--- src/hdl/assert_macros.svh ---
// assertion macros shared by the rtl files
`ifndef ASSERT_MACROS_SVH
`define ASSERT_MACROS_SVH

// same-cycle implication, sampled on clk, off while rst is high
`define ASSERT_NOW(label, ante, cons, msg) \
  label: assert property (@(posedge clk) disable iff (rst) (ante) |-> (cons)) \
    else $error(msg);

// next-cycle implication, sampled on clk, off while rst is high
`define ASSERT_NEXT(label, ante, cons, msg) \
  label: assert property (@(posedge clk) disable iff (rst) (ante) |=> (cons)) \
    else $error(msg);

`endif

--- src/hdl/stp_pkg.sv ---
// types, constants and character helpers for the string to int64 parser
`timescale 1ns / 1ps

package stp_pkg;

  localparam int COUNT_LIMIT_DEF = 4095;
  localparam int CONSUMED_W      = 12;
  localparam int CONSUMED_MAX    = 4095;
  localparam int PHASE_W         = 3;
  localparam int RADIX_W         = 6;
  localparam int DIGIT_W         = 7;

  localparam logic [PHASE_W-1:0] PH_IDLE   = 3'd0;
  localparam logic [PHASE_W-1:0] PH_LEAD   = 3'd1;
  localparam logic [PHASE_W-1:0] PH_SIGNED = 3'd2;
  localparam logic [PHASE_W-1:0] PH_ZERO   = 3'd3;
  localparam logic [PHASE_W-1:0] PH_PREFIX = 3'd4;
  localparam logic [PHASE_W-1:0] PH_DIGITS = 3'd5;

  localparam logic [DIGIT_W-1:0] DIGIT_NONE = 7'd99;

  localparam logic [RADIX_W-1:0] RADIX_AUTO = 6'd0;
  localparam logic [RADIX_W-1:0] RADIX_MIN  = 6'd2;
  localparam logic [RADIX_W-1:0] RADIX_MAX  = 6'd36;
  localparam logic [RADIX_W-1:0] RADIX_OCT  = 6'd8;
  localparam logic [RADIX_W-1:0] RADIX_DEC  = 6'd10;
  localparam logic [RADIX_W-1:0] RADIX_HEX  = 6'd16;

  localparam logic [63:0] INT64_MAX = 64'h7FFF_FFFF_FFFF_FFFF;
  localparam logic [63:0] INT64_MIN = 64'h8000_0000_0000_0000;

  typedef struct packed {
    logic [CONSUMED_W-1:0] consumed;
    logic                  bad_radix;
    logic                  overflow_flag;
    logic signed [63:0]    value;
  } result_t;

  // digit value of a character, DIGIT_NONE when it is no digit at all
  function automatic logic [DIGIT_W-1:0] digit_of(input logic [7:0] c);
    logic [DIGIT_W-1:0] d;
    d = DIGIT_NONE;
    if (c inside {[8'h30:8'h39]}) begin
      d = DIGIT_W'(c - 8'h30);
    end else if (c inside {[8'h61:8'h7A]}) begin
      d = DIGIT_W'(c - 8'h61 + 8'd10);
    end else if (c inside {[8'h41:8'h5A]}) begin
      d = DIGIT_W'(c - 8'h41 + 8'd10);
    end
    return d;
  endfunction

  // space, tab, lf, vt, ff, cr
  function automatic logic is_space(input logic [7:0] c);
    return (c == 8'h20) || (c inside {[8'd9:8'd13]});
  endfunction

endpackage

--- src/hdl/stp_core.sv ---
// parse state and per-character next-state logic with one multiply-add
`timescale 1ns / 1ps

module stp_core import stp_pkg::*; #(
  parameter int COUNT_LIMIT = COUNT_LIMIT_DEF
) (
  input  logic               clk,
  input  logic               rst,
  input  logic               take,
  input  logic [7:0]         character,
  input  logic               start_of_string,
  input  logic [RADIX_W-1:0] radix,
  output logic               emit,
  output result_t            result
);

  localparam int CNT_W = $clog2(COUNT_LIMIT + 1);
  localparam int CMP_W = (CNT_W > CONSUMED_W) ? CNT_W : CONSUMED_W;

  logic [PHASE_W-1:0] phase, phase_next;
  logic [63:0]        accumulator, accumulator_next;
  logic               negative, negative_next;
  logic               overflowed, overflowed_next;
  logic [RADIX_W-1:0] active_radix, active_radix_next;
  logic [CNT_W-1:0]   char_count, char_count_next;

  logic               stop;
  logic               do_acc;
  logic               fin;
  logic               bad;
  logic [CNT_W-1:0]   used;
  logic [CMP_W-1:0]   used_x;
  logic [DIGIT_W-1:0] d;
  logic [69:0]        prod;
  logic [69:0]        limit;

  assign d = digit_of(character);

  always_comb begin
    phase_next        = phase;
    accumulator_next  = accumulator;
    negative_next     = negative;
    overflowed_next   = overflowed;
    active_radix_next = active_radix;
    char_count_next   = char_count;
    stop   = 1'b0;
    do_acc = 1'b0;
    fin    = 1'b0;
    bad    = 1'b0;
    used   = '0;

    if (start_of_string) begin
      accumulator_next  = '0;
      negative_next     = 1'b0;
      overflowed_next   = 1'b0;
      char_count_next   = '0;
      active_radix_next = '0;
      phase_next        = PH_IDLE;
      if (radix != RADIX_AUTO && (radix < RADIX_MIN || radix > RADIX_MAX)) begin
        bad  = 1'b1;
        stop = 1'b1;
      end else begin
        active_radix_next = radix;
        phase_next        = PH_LEAD;
      end
    end

    if (!stop && (phase_next < PH_LEAD || phase_next > PH_DIGITS)) begin
      stop = 1'b1;
    end

    if (!stop && phase_next == PH_LEAD) begin
      if (is_space(character)) begin
        stop = 1'b1;
        if (char_count_next < CNT_W'(COUNT_LIMIT)) char_count_next = char_count_next + 1'b1;
      end else if (character == 8'h2B || character == 8'h2D) begin
        stop          = 1'b1;
        negative_next = (character == 8'h2D);
        phase_next    = PH_SIGNED;
        if (char_count_next < CNT_W'(COUNT_LIMIT)) char_count_next = char_count_next + 1'b1;
      end else begin
        phase_next = PH_SIGNED;
      end
    end

    if (!stop && phase_next == PH_SIGNED) begin
      stop = 1'b1;
      if (character == 8'h30 &&
          (active_radix_next == RADIX_AUTO || active_radix_next == RADIX_HEX)) begin
        phase_next = PH_ZERO;
        if (char_count_next < CNT_W'(COUNT_LIMIT)) char_count_next = char_count_next + 1'b1;
      end else begin
        if (active_radix_next == RADIX_AUTO) active_radix_next = RADIX_DEC;
        if (d < {1'b0, active_radix_next}) begin
          do_acc     = 1'b1;
          phase_next = PH_DIGITS;
          if (char_count_next < CNT_W'(COUNT_LIMIT)) char_count_next = char_count_next + 1'b1;
        end else begin
          fin  = 1'b1;
          used = '0;
        end
      end
    end

    if (!stop && phase_next == PH_ZERO) begin
      if (character == 8'h78 || character == 8'h58) begin
        stop              = 1'b1;
        active_radix_next = RADIX_HEX;
        phase_next        = PH_PREFIX;
        if (char_count_next < CNT_W'(COUNT_LIMIT)) char_count_next = char_count_next + 1'b1;
      end else begin
        if (active_radix_next == RADIX_AUTO) active_radix_next = RADIX_OCT;
        phase_next = PH_DIGITS;
      end
    end

    if (!stop && phase_next == PH_PREFIX) begin
      stop = 1'b1;
      if (d < {1'b0, RADIX_HEX}) begin
        do_acc     = 1'b1;
        phase_next = PH_DIGITS;
        if (char_count_next < CNT_W'(COUNT_LIMIT)) char_count_next = char_count_next + 1'b1;
      end else begin
        // bare "0x": the number is the lone zero
        fin  = 1'b1;
        used = (char_count_next != '0) ? char_count_next - 1'b1 : '0;
      end
    end

    if (!stop) begin
      if (d < {1'b0, active_radix_next}) begin
        do_acc = 1'b1;
        if (char_count_next < CNT_W'(COUNT_LIMIT)) char_count_next = char_count_next + 1'b1;
      end else begin
        fin  = 1'b1;
        used = char_count_next;
      end
    end

    if (fin) phase_next = PH_IDLE;

    // acc*base+d > limit is the exact overflow test, acc never exceeds limit
    limit = negative_next ? {6'd0, INT64_MIN} : {6'd0, INT64_MAX};
    prod  = {6'd0, accumulator_next} * {64'd0, active_radix_next} + 70'(d);
    if (do_acc && !overflowed_next) begin
      if (prod > limit) overflowed_next = 1'b1;
      else accumulator_next = prod[63:0];
    end
  end

  assign used_x = CMP_W'(used);
  assign emit   = take && (bad || fin);

  always_comb begin
    result = '0;
    if (bad) begin
      result.bad_radix = 1'b1;
    end else begin
      result.overflow_flag = overflowed_next;
      if (overflowed_next) result.value = negative_next ? INT64_MIN : INT64_MAX;
      else result.value = negative_next ? (64'd0 - accumulator_next) : accumulator_next;
      result.consumed = (used_x > CMP_W'(CONSUMED_MAX)) ? CONSUMED_W'(CONSUMED_MAX)
                                                        : used_x[CONSUMED_W-1:0];
    end
  end

  always_ff @(posedge clk) begin
    if (rst) begin
      phase        <= PH_IDLE;
      accumulator  <= '0;
      negative     <= 1'b0;
      overflowed   <= 1'b0;
      active_radix <= '0;
      char_count   <= '0;
    end else if (take) begin
      phase        <= phase_next;
      accumulator  <= accumulator_next;
      negative     <= negative_next;
      overflowed   <= overflowed_next;
      active_radix <= active_radix_next;
      char_count   <= char_count_next;
    end
  end

endmodule

--- src/hdl/string_to_int64_parser.sv ---
// streaming string to int64 parser with strtoll rules, top level
`timescale 1ns / 1ps
// usage
//   s channel carries one character per transaction; s_tuser high marks the
//   first character of a string and samples the radix (0 auto, 2..36)
//   a string ends at the first character that is not a digit of the radix,
//   nul included; that transaction yields one m transaction with the value,
//   overflow and bad radix flags and the count of characters consumed
//   a bad radix yields its result in the start transaction itself
//   characters outside a string and a restart mid-string give no result
// throughput and datapath
//   one character per cycle while s_tready is high; a character is parsed in the
//   cycle it is accepted and its result registered into the output or skid stage;
//   the per-cycle path is one 64x6 multiply-add with an exact limit compare
// reset
//   rst clears the parse state to idle and empties output and skid stages
// stalls
//   a two-entry output stage (register plus skid) lets input continue while
//   one result waits; s_tready drops only when the skid entry is full
`include "assert_macros.svh"

module string_to_int64_parser import stp_pkg::*; #(
  parameter int COUNT_LIMIT = COUNT_LIMIT_DEF
) (
  input  logic        clk,
  input  logic        rst,
  input  logic        s_tvalid,
  output logic        s_tready,
  input  logic [15:0] s_tdata,   // character[7:0], radix[13:8], zero[15:14]
  input  logic        s_tuser,   // start_of_string
  output logic        m_tvalid,
  input  logic        m_tready,
  output logic [79:0] m_tdata    // value[63:0], overflow_flag[64], bad_radix[65],
                                 // consumed[77:66], zero[79:78]
);

  logic    take;
  logic    emit;
  result_t res;
  result_t out_res;
  result_t skid_res;
  logic    skid_valid;
  logic    out_load;
  logic    out_free;

  assign s_tready = !skid_valid;
  assign take     = s_tvalid && s_tready;

  stp_core #(
    .COUNT_LIMIT(COUNT_LIMIT)
  ) u_core (
    .clk             (clk),
    .rst             (rst),
    .take            (take),
    .character       (s_tdata[7:0]),
    .start_of_string (s_tuser),
    .radix           (s_tdata[13:8]),
    .emit            (emit),
    .result          (res)
  );

  // output register is free when empty or being drained this cycle
  assign out_free = !m_tvalid || m_tready;
  assign out_load = out_free && (skid_valid || emit);

  always_ff @(posedge clk) begin
    if (rst) begin
      m_tvalid   <= 1'b0;
      skid_valid <= 1'b0;
    end else begin
      if (out_free) begin
        m_tvalid   <= skid_valid || emit;
        skid_valid <= 1'b0;
      end else if (emit) begin
        skid_valid <= 1'b1;
      end
    end
  end

  // payload, no reset
  always_ff @(posedge clk) begin
    if (out_load) begin
      out_res <= skid_valid ? skid_res : res;
    end
    if (!out_free && emit) begin
      skid_res <= res;
    end
  end

  assign m_tdata = {2'b00, out_res.consumed, out_res.bad_radix,
                    out_res.overflow_flag, out_res.value};

  `ASSERT_NOW(a_skid_behind_out, skid_valid, m_tvalid, "skid full while output empty")
  `ASSERT_NOW(a_bad_radix_zero, m_tvalid && m_tdata[65],
              m_tdata[63:0] == 64'd0 && !m_tdata[64] && m_tdata[77:66] == 12'd0,
              "bad radix result carries data")
  `ASSERT_NOW(a_overflow_saturates, m_tvalid && m_tdata[64],
              m_tdata[63:0] == INT64_MAX || m_tdata[63:0] == INT64_MIN,
              "overflow result not saturated")

endmodule

--- config.mk ---
export PLATFORM = sky130hd
export DESIGN_NAME = string_to_int64_parser
export DESIGN_NICKNAME = d
export VERILOG_FILES = /design/src/hdl/stp_pkg.sv /design/src/hdl/stp_core.sv /design/src/hdl/string_to_int64_parser.sv
export VERILOG_INCLUDE_DIRS = /design/src /design/src/hdl
export SDC_FILE = /design/constraint.sdc
export NUM_CORES = 2
export LEC_CHECK = 0
export BUFFER_PORTS_ARGS = -buffer_cell sky130_fd_sc_hd__buf_2
export CAP_MARGIN = 25
export CORE_MARGIN = 4
export CORE_UTILIZATION = 55
export CTS_BUF_LIST = sky130_fd_sc_hd__clkbuf_4 sky130_fd_sc_hd__clkbuf_8
export CTS_CLUSTER_DIAMETER = 150
export CTS_CLUSTER_SIZE = 10
export DETAILED_ROUTE_END_ITERATION = 10
export PLACE_DENSITY = 0.72
export SLEW_MARGIN = 25
export SYNTH_ARGS = -nofsm -noshare
export SYNTH_HDL_FRONTEND = slang
export SYNTH_SLANG_ARGS = --single-unit
export TNS_END_PERCENT = 50
--- constraint.sdc ---
create_clock -name clk -period 16.7 [get_ports clk]
set_clock_uncertainty 0.2 [all_clocks]
set_input_delay 3.34 -clock clk [delete_from_list [all_inputs] [get_ports clk]]
set_output_delay 3.34 -clock clk [all_outputs]
set_load 0.01 [all_outputs]
# Word level (Yosys, flattened, before mapping)
# Index checks and enable logic that the tools add are counted.
# op_classes
n_eq_ne	11
magnitude_cmp	22
mux	91
addsub	13
mul	1
reduce_logical	39
# op_table
operator	count
64-bit two-way mux	7
12-bit two-way mux	25
78-bit two-way mux	1
70-bit by 7-bit adder with 70-bit output	1
70-bit > comparator	1
64-bit by 6-bit multiplier with 70-bit output	1
65-bit two-way mux	1
1-bit by 64-bit subtractor with 64-bit output (first input constant)	1
12-bit by 1-bit adder with 12-bit output (second input constant)	5
12-bit less-than comparator (second input constant)	5
6-bit two-way mux	10
1-bit two-way mux	34
8-bit by 6-bit equality test with 1-bit output (second input constant)	4
3-bit two-way mux	10
7-bit two-way mux	3
8-bit by 7-bit equality test with 1-bit output (second input constant)	2
8-bit by 7-bit >= comparator with 1-bit output (second input constant)	2
8-bit by 7-bit <= comparator with 1-bit output (second input constant)	2
1-bit logical AND	16
7-bit by 4-bit adder with 7-bit output (second input constant)	2
7-bit by 6-bit less-than comparator with 1-bit output	2
7-bit subtractor (second input constant)	2
12-bit > comparator (second input constant)	1
6-bit zero test	2
20 further kinds	37
# totals
out_inout_bits	82
register_bits	245
word_cells	193

# Longest topological paths before layout
# logic_depth
depth_word	34
mapped_depth	61
depth_no_buf	51

# By module
# From an unflattened synthesis, not the netlist that was laid out.
# hier_totals
cells_unflattened	3635
hier_area_um2	31347.6
# modules_own_cells
mod	instances	cells_each	area_each_um2
stp_core	1	3378	25220.4
string_to_int64_parser	1	257	6127.1

# Least setup slack after synthesis
# Ideal clock, no wire load.
# synth_path
path_type	in2reg
start	in s_tuser
end	reg out_res, in the netlist m_tdata[30] (data pin)
path_slack_ns	0.804
cell_stages	58
required_time_ns	16.240
path_buffers	13
arrival_time_ns	15.436
path_cell_list	clkbuf_1 -> inv_1 -> clkbuf_1 -> buf_1 -> clkbuf_1 -> buf_1 -> clkbuf_1 -> nor2_1 -> a22oi_1 -> nand2b_1 -> nor3_1 -> nor2_1 -> o32ai_1 -> and2_1 -> clkbuf_1 -> clkbuf_1 -> nand2_1 -> fa_1 -> [... 22 more ...] -> a21o_1 -> a21oi_1 -> o2111ai_1 -> nand3_1 -> nand3_1 -> or4_1 -> clkbuf_1 -> nor2_1 -> buf_2 -> buf_2 -> buf_2 -> buf_1 -> nand2_1 -> o21ai_0 -> nor2_1 -> o21ai_0 -> a22oi_1 -> mux2_2
# synth_rtl
item	line	source
start, declared	string_to_int64_parser.sv:30	input logic s_tuser,
end signal, assigned	string_to_int64_parser.sv:83	out_res <= skid_valid ? skid_res : res;
end, declared	string_to_int64_parser.sv:40	result_t out_res;

==> flow_summary.toml <==
[placement]
hpwl_mm = 72.08
gp_congestion = 0.9553
place.port_buffers = 98
placed_area_mm2 = 0.03220

[synth]
syn_area_per_cell_um2 = 8.325
netlist_area_mm2 = 0.03079
synthCells = 3699
async_flop_share = 0
ys_ff_latch = 245
ys_warn_count = 0
ys.flop_type = "edfxtp_1"
synth_top_area_cell = "fa_1"
yosysSeqAreaShare = 0.2100
netlist_top_cells_area = "fa_1 (16%), edfxtp_1 (15%), ha_1 (9.6%), nor2_1 (6.4%), dfxtp_1 (5.8%)"
synth_top_area_frac = 0.1645
synth-edff-count = 156
synth.distinct_cells = 101

[worst_setup_path]
worstPathMaxFanout = 22
worst-setup-path-type = "in2reg"
worst_setup_path_end_kind = "flip-flop"
crit_path_start_kind = "input port"
crit_path_max_incr_delay_ps = 690
critPathArrivalTime_ps = 16210
crit_top_cell = "a21o_1"
crit_slowest_cell = "or4_1"
cp.required_ps = 16860

[floorplan]
die_w_um = 244.6
rows = 86
dieArea_mm2 = 0.05984
io-pin-count = 103
coreArea_mm2 = 0.05531
die_h_um = 244.6
initial_utilization = 0.5568

[clock_network]
htreeDepth = 1
cts_tree = "built"
cts_resized = 0
clockBufferDepth = 3
insertion_delay_ps = 630
cts-buffers-inserted = 28
post_cts_buffers = 0
clockRootBuffer = "clkbuf_8"
ctsHoldBuffers = 0
clkTransAtPathRegs_ps = 70
clkSinkCount = 245

[run]
drv_cap = 0

[timing]
final-setup-viol-count = 0
worst_slew_pin_slew_ps = 1027
finalHoldViolCount = 0
slew_viol_final = 0
rsz0062_at_grt = "false"
period_minus_slack_ps = 16050
slew_headroom = 0.3154
timing.final.crit_share = 0.9612
max_clock_freq_mhz = 62.30

[global_routing]
grt_max_degree = 79
overflow = 0
grt_pass1_vias = 27533
globalRouteTotalUtil = 0.3067
grt_pass1_wl_mm = 149.1
grt_antenna_before_repair = 0

[final_layout]
final_cell_area_mm2 = 0.03280
mostFrequentLayoutCell = "nor2_1"
nFillCells = 5082
drive_gt1_frac = 0.1080
multiInputGateArea_mm2 = 0.02277
layout_common_cells = "nor2_1 (519), nand2_1 (401), a21oi_1 (267), fa_1 (253), ha_1 (236)"
layout.nets = 4221
syn2layout_area_growth_pct = 6.517
num_antenna_cells = 0
final_util = 0.5931
final-seq-area_mm2 = 0.006466

[route]
drt_iter0_markers = 2743
wire_per_inst_um = 20.68
drcViolationCount = 0
vias = 28049
drtAntennaViolNets = 0
totalWireLength_mm = 92.64
via_per_inst = 6.261
dr.pass1.iters = 6

[pwr]
power_per_cell_area_mw_per_mm2 = 48.86
leakage_nw = 15.22
peakVddDrop_v = 0.00004131

[hold_path]
min_path_type = "reg2reg"

[status]
status = "finished, final reports clean"
[cell type report]
| cell class | instances | share of cell area |
|---|---|---|
| multi-input cells | 3019 | 0.6942 |
| clock buffers | 49 | 0.01655 |
| repair buffers | 191 | 0.03692 |
| clock inverters | 2 | 0.0007247 |
| well taps | 748 | 0.02853 |
| inverters | 226 | 0.02594 |
| flip-flops and latches | 245 | 0.1971 |
[critical path: cells and delay by family]
kind            cells  cell delay [ps]
simple gates       16             4710
mux                 1              270
fa+ha+maj           7             2910
xor+xnor            2              510
buf+inv             7             1200
compound gates     16             3230
[synthesized netlist by cell type, drive strengths merged (28+ instances only)]
| cell type | instances |
|---|---|
| nor4 | 34 |
| dfxtp | 89 |
| nand2 | 401 |
| nor2b | 57 |
| mux2i | 48 |
| buf | 47 |
| o31ai | 28 |
| a211oi | 69 |
| nand4 | 58 |
| nor2 | 524 |
| nand3 | 80 |
| a31oi | 31 |
| a21o | 113 |
| a22oi | 30 |
| o21ai | 132 |
| xor2 | 45 |
| ha | 236 |
| xnor2 | 64 |
| and3 | 31 |
| inv | 222 |
| nor3 | 90 |
| fa | 253 |
| mux2 | 86 |
| edfxtp | 156 |
| nand2b | 28 |
| clkbuf | 163 |
| a21oi | 269 |
[metrics by stage]
| step | hold WS (ps) | TNS [ps] | worst slack, ps | instances | power (mW) |
|---|---|---|---|---|---|
| floorplan | 236.6 | 0 | 803.7 | 3700 | 1.015 |
| global placement | 247.4 | 0 | 183.0 | 4429 | 1.161 |
| detailed placement | 255.7 | -8.001 | -8.001 | 4429 | 1.167 |
| CTS | 270.0 | 0 | 630.8 | 4480 | 1.598 |
| global route | 316.9 | 0 | 75.11 | 4480 | 1.675 |
| finish | 276.8 | 0 | 648.6 | 4480 | 1.603 |
[where the power goes]
| part | internal [mW] | switching, mW | total, mW |
|---|---|---|---|
| clock network | 0.204 | 0.233 | 0.437 |
| registers | 0.689 | 0.0187 | 0.708 |
| logic | 0.155 | 0.303 | 0.458 |
| total | 1.05 | 0.555 | 1.60 |
[path summary, 6_finish.rpt]
path                          start                endpoint  slack, ps  cells after the start
max reg2reg         u_core.phase[1]             m_tdata[63]       3410                     47
min reg2reg  u_core.accumulator[11]  u_core.accumulator[11]        280                      2
max                      s_tdata[1]             m_tdata[63]        650                     49
min          u_core.accumulator[11]  u_core.accumulator[11]        280                      2
[registers in the layout, summed over array words and instances, names as in the netlist]
| name | cells |
|---|---|
| skid_res | 78 |
| skid_valid | 1 |
| m_tvalid | 1 |
| u_core.active_radix | 6 |
| u_core.overflowed | 1 |
| u_core.negative | 1 |
| u_core.phase | 3 |
| m_tdata | 78 |
| u_core.char_count | 12 |
| u_core.accumulator | 64 |
[metal layers]
layer  up-vias  wire length [µm]  track usage
met4         0              4886       0.1391
met1     13416             37230       0.4177
li1      13034                 -            -
met2      1359             42010       0.4885
met5         -                 0            0
met3       240              8518      0.04359
[logic make-up after synthesis]
family	after synthesis	share of synthesized area
buf+inv	436	0.05477
simple gates	1438	0.2176
flops	245	0.2100
mux	134	0.04717
compound gates	847	0.1790
other cells	1	0.0001218
fa+ha+maj	489	0.2604
xor+xnor	109	0.03100
No activity file was read; power rests on OpenSTA's default activity.
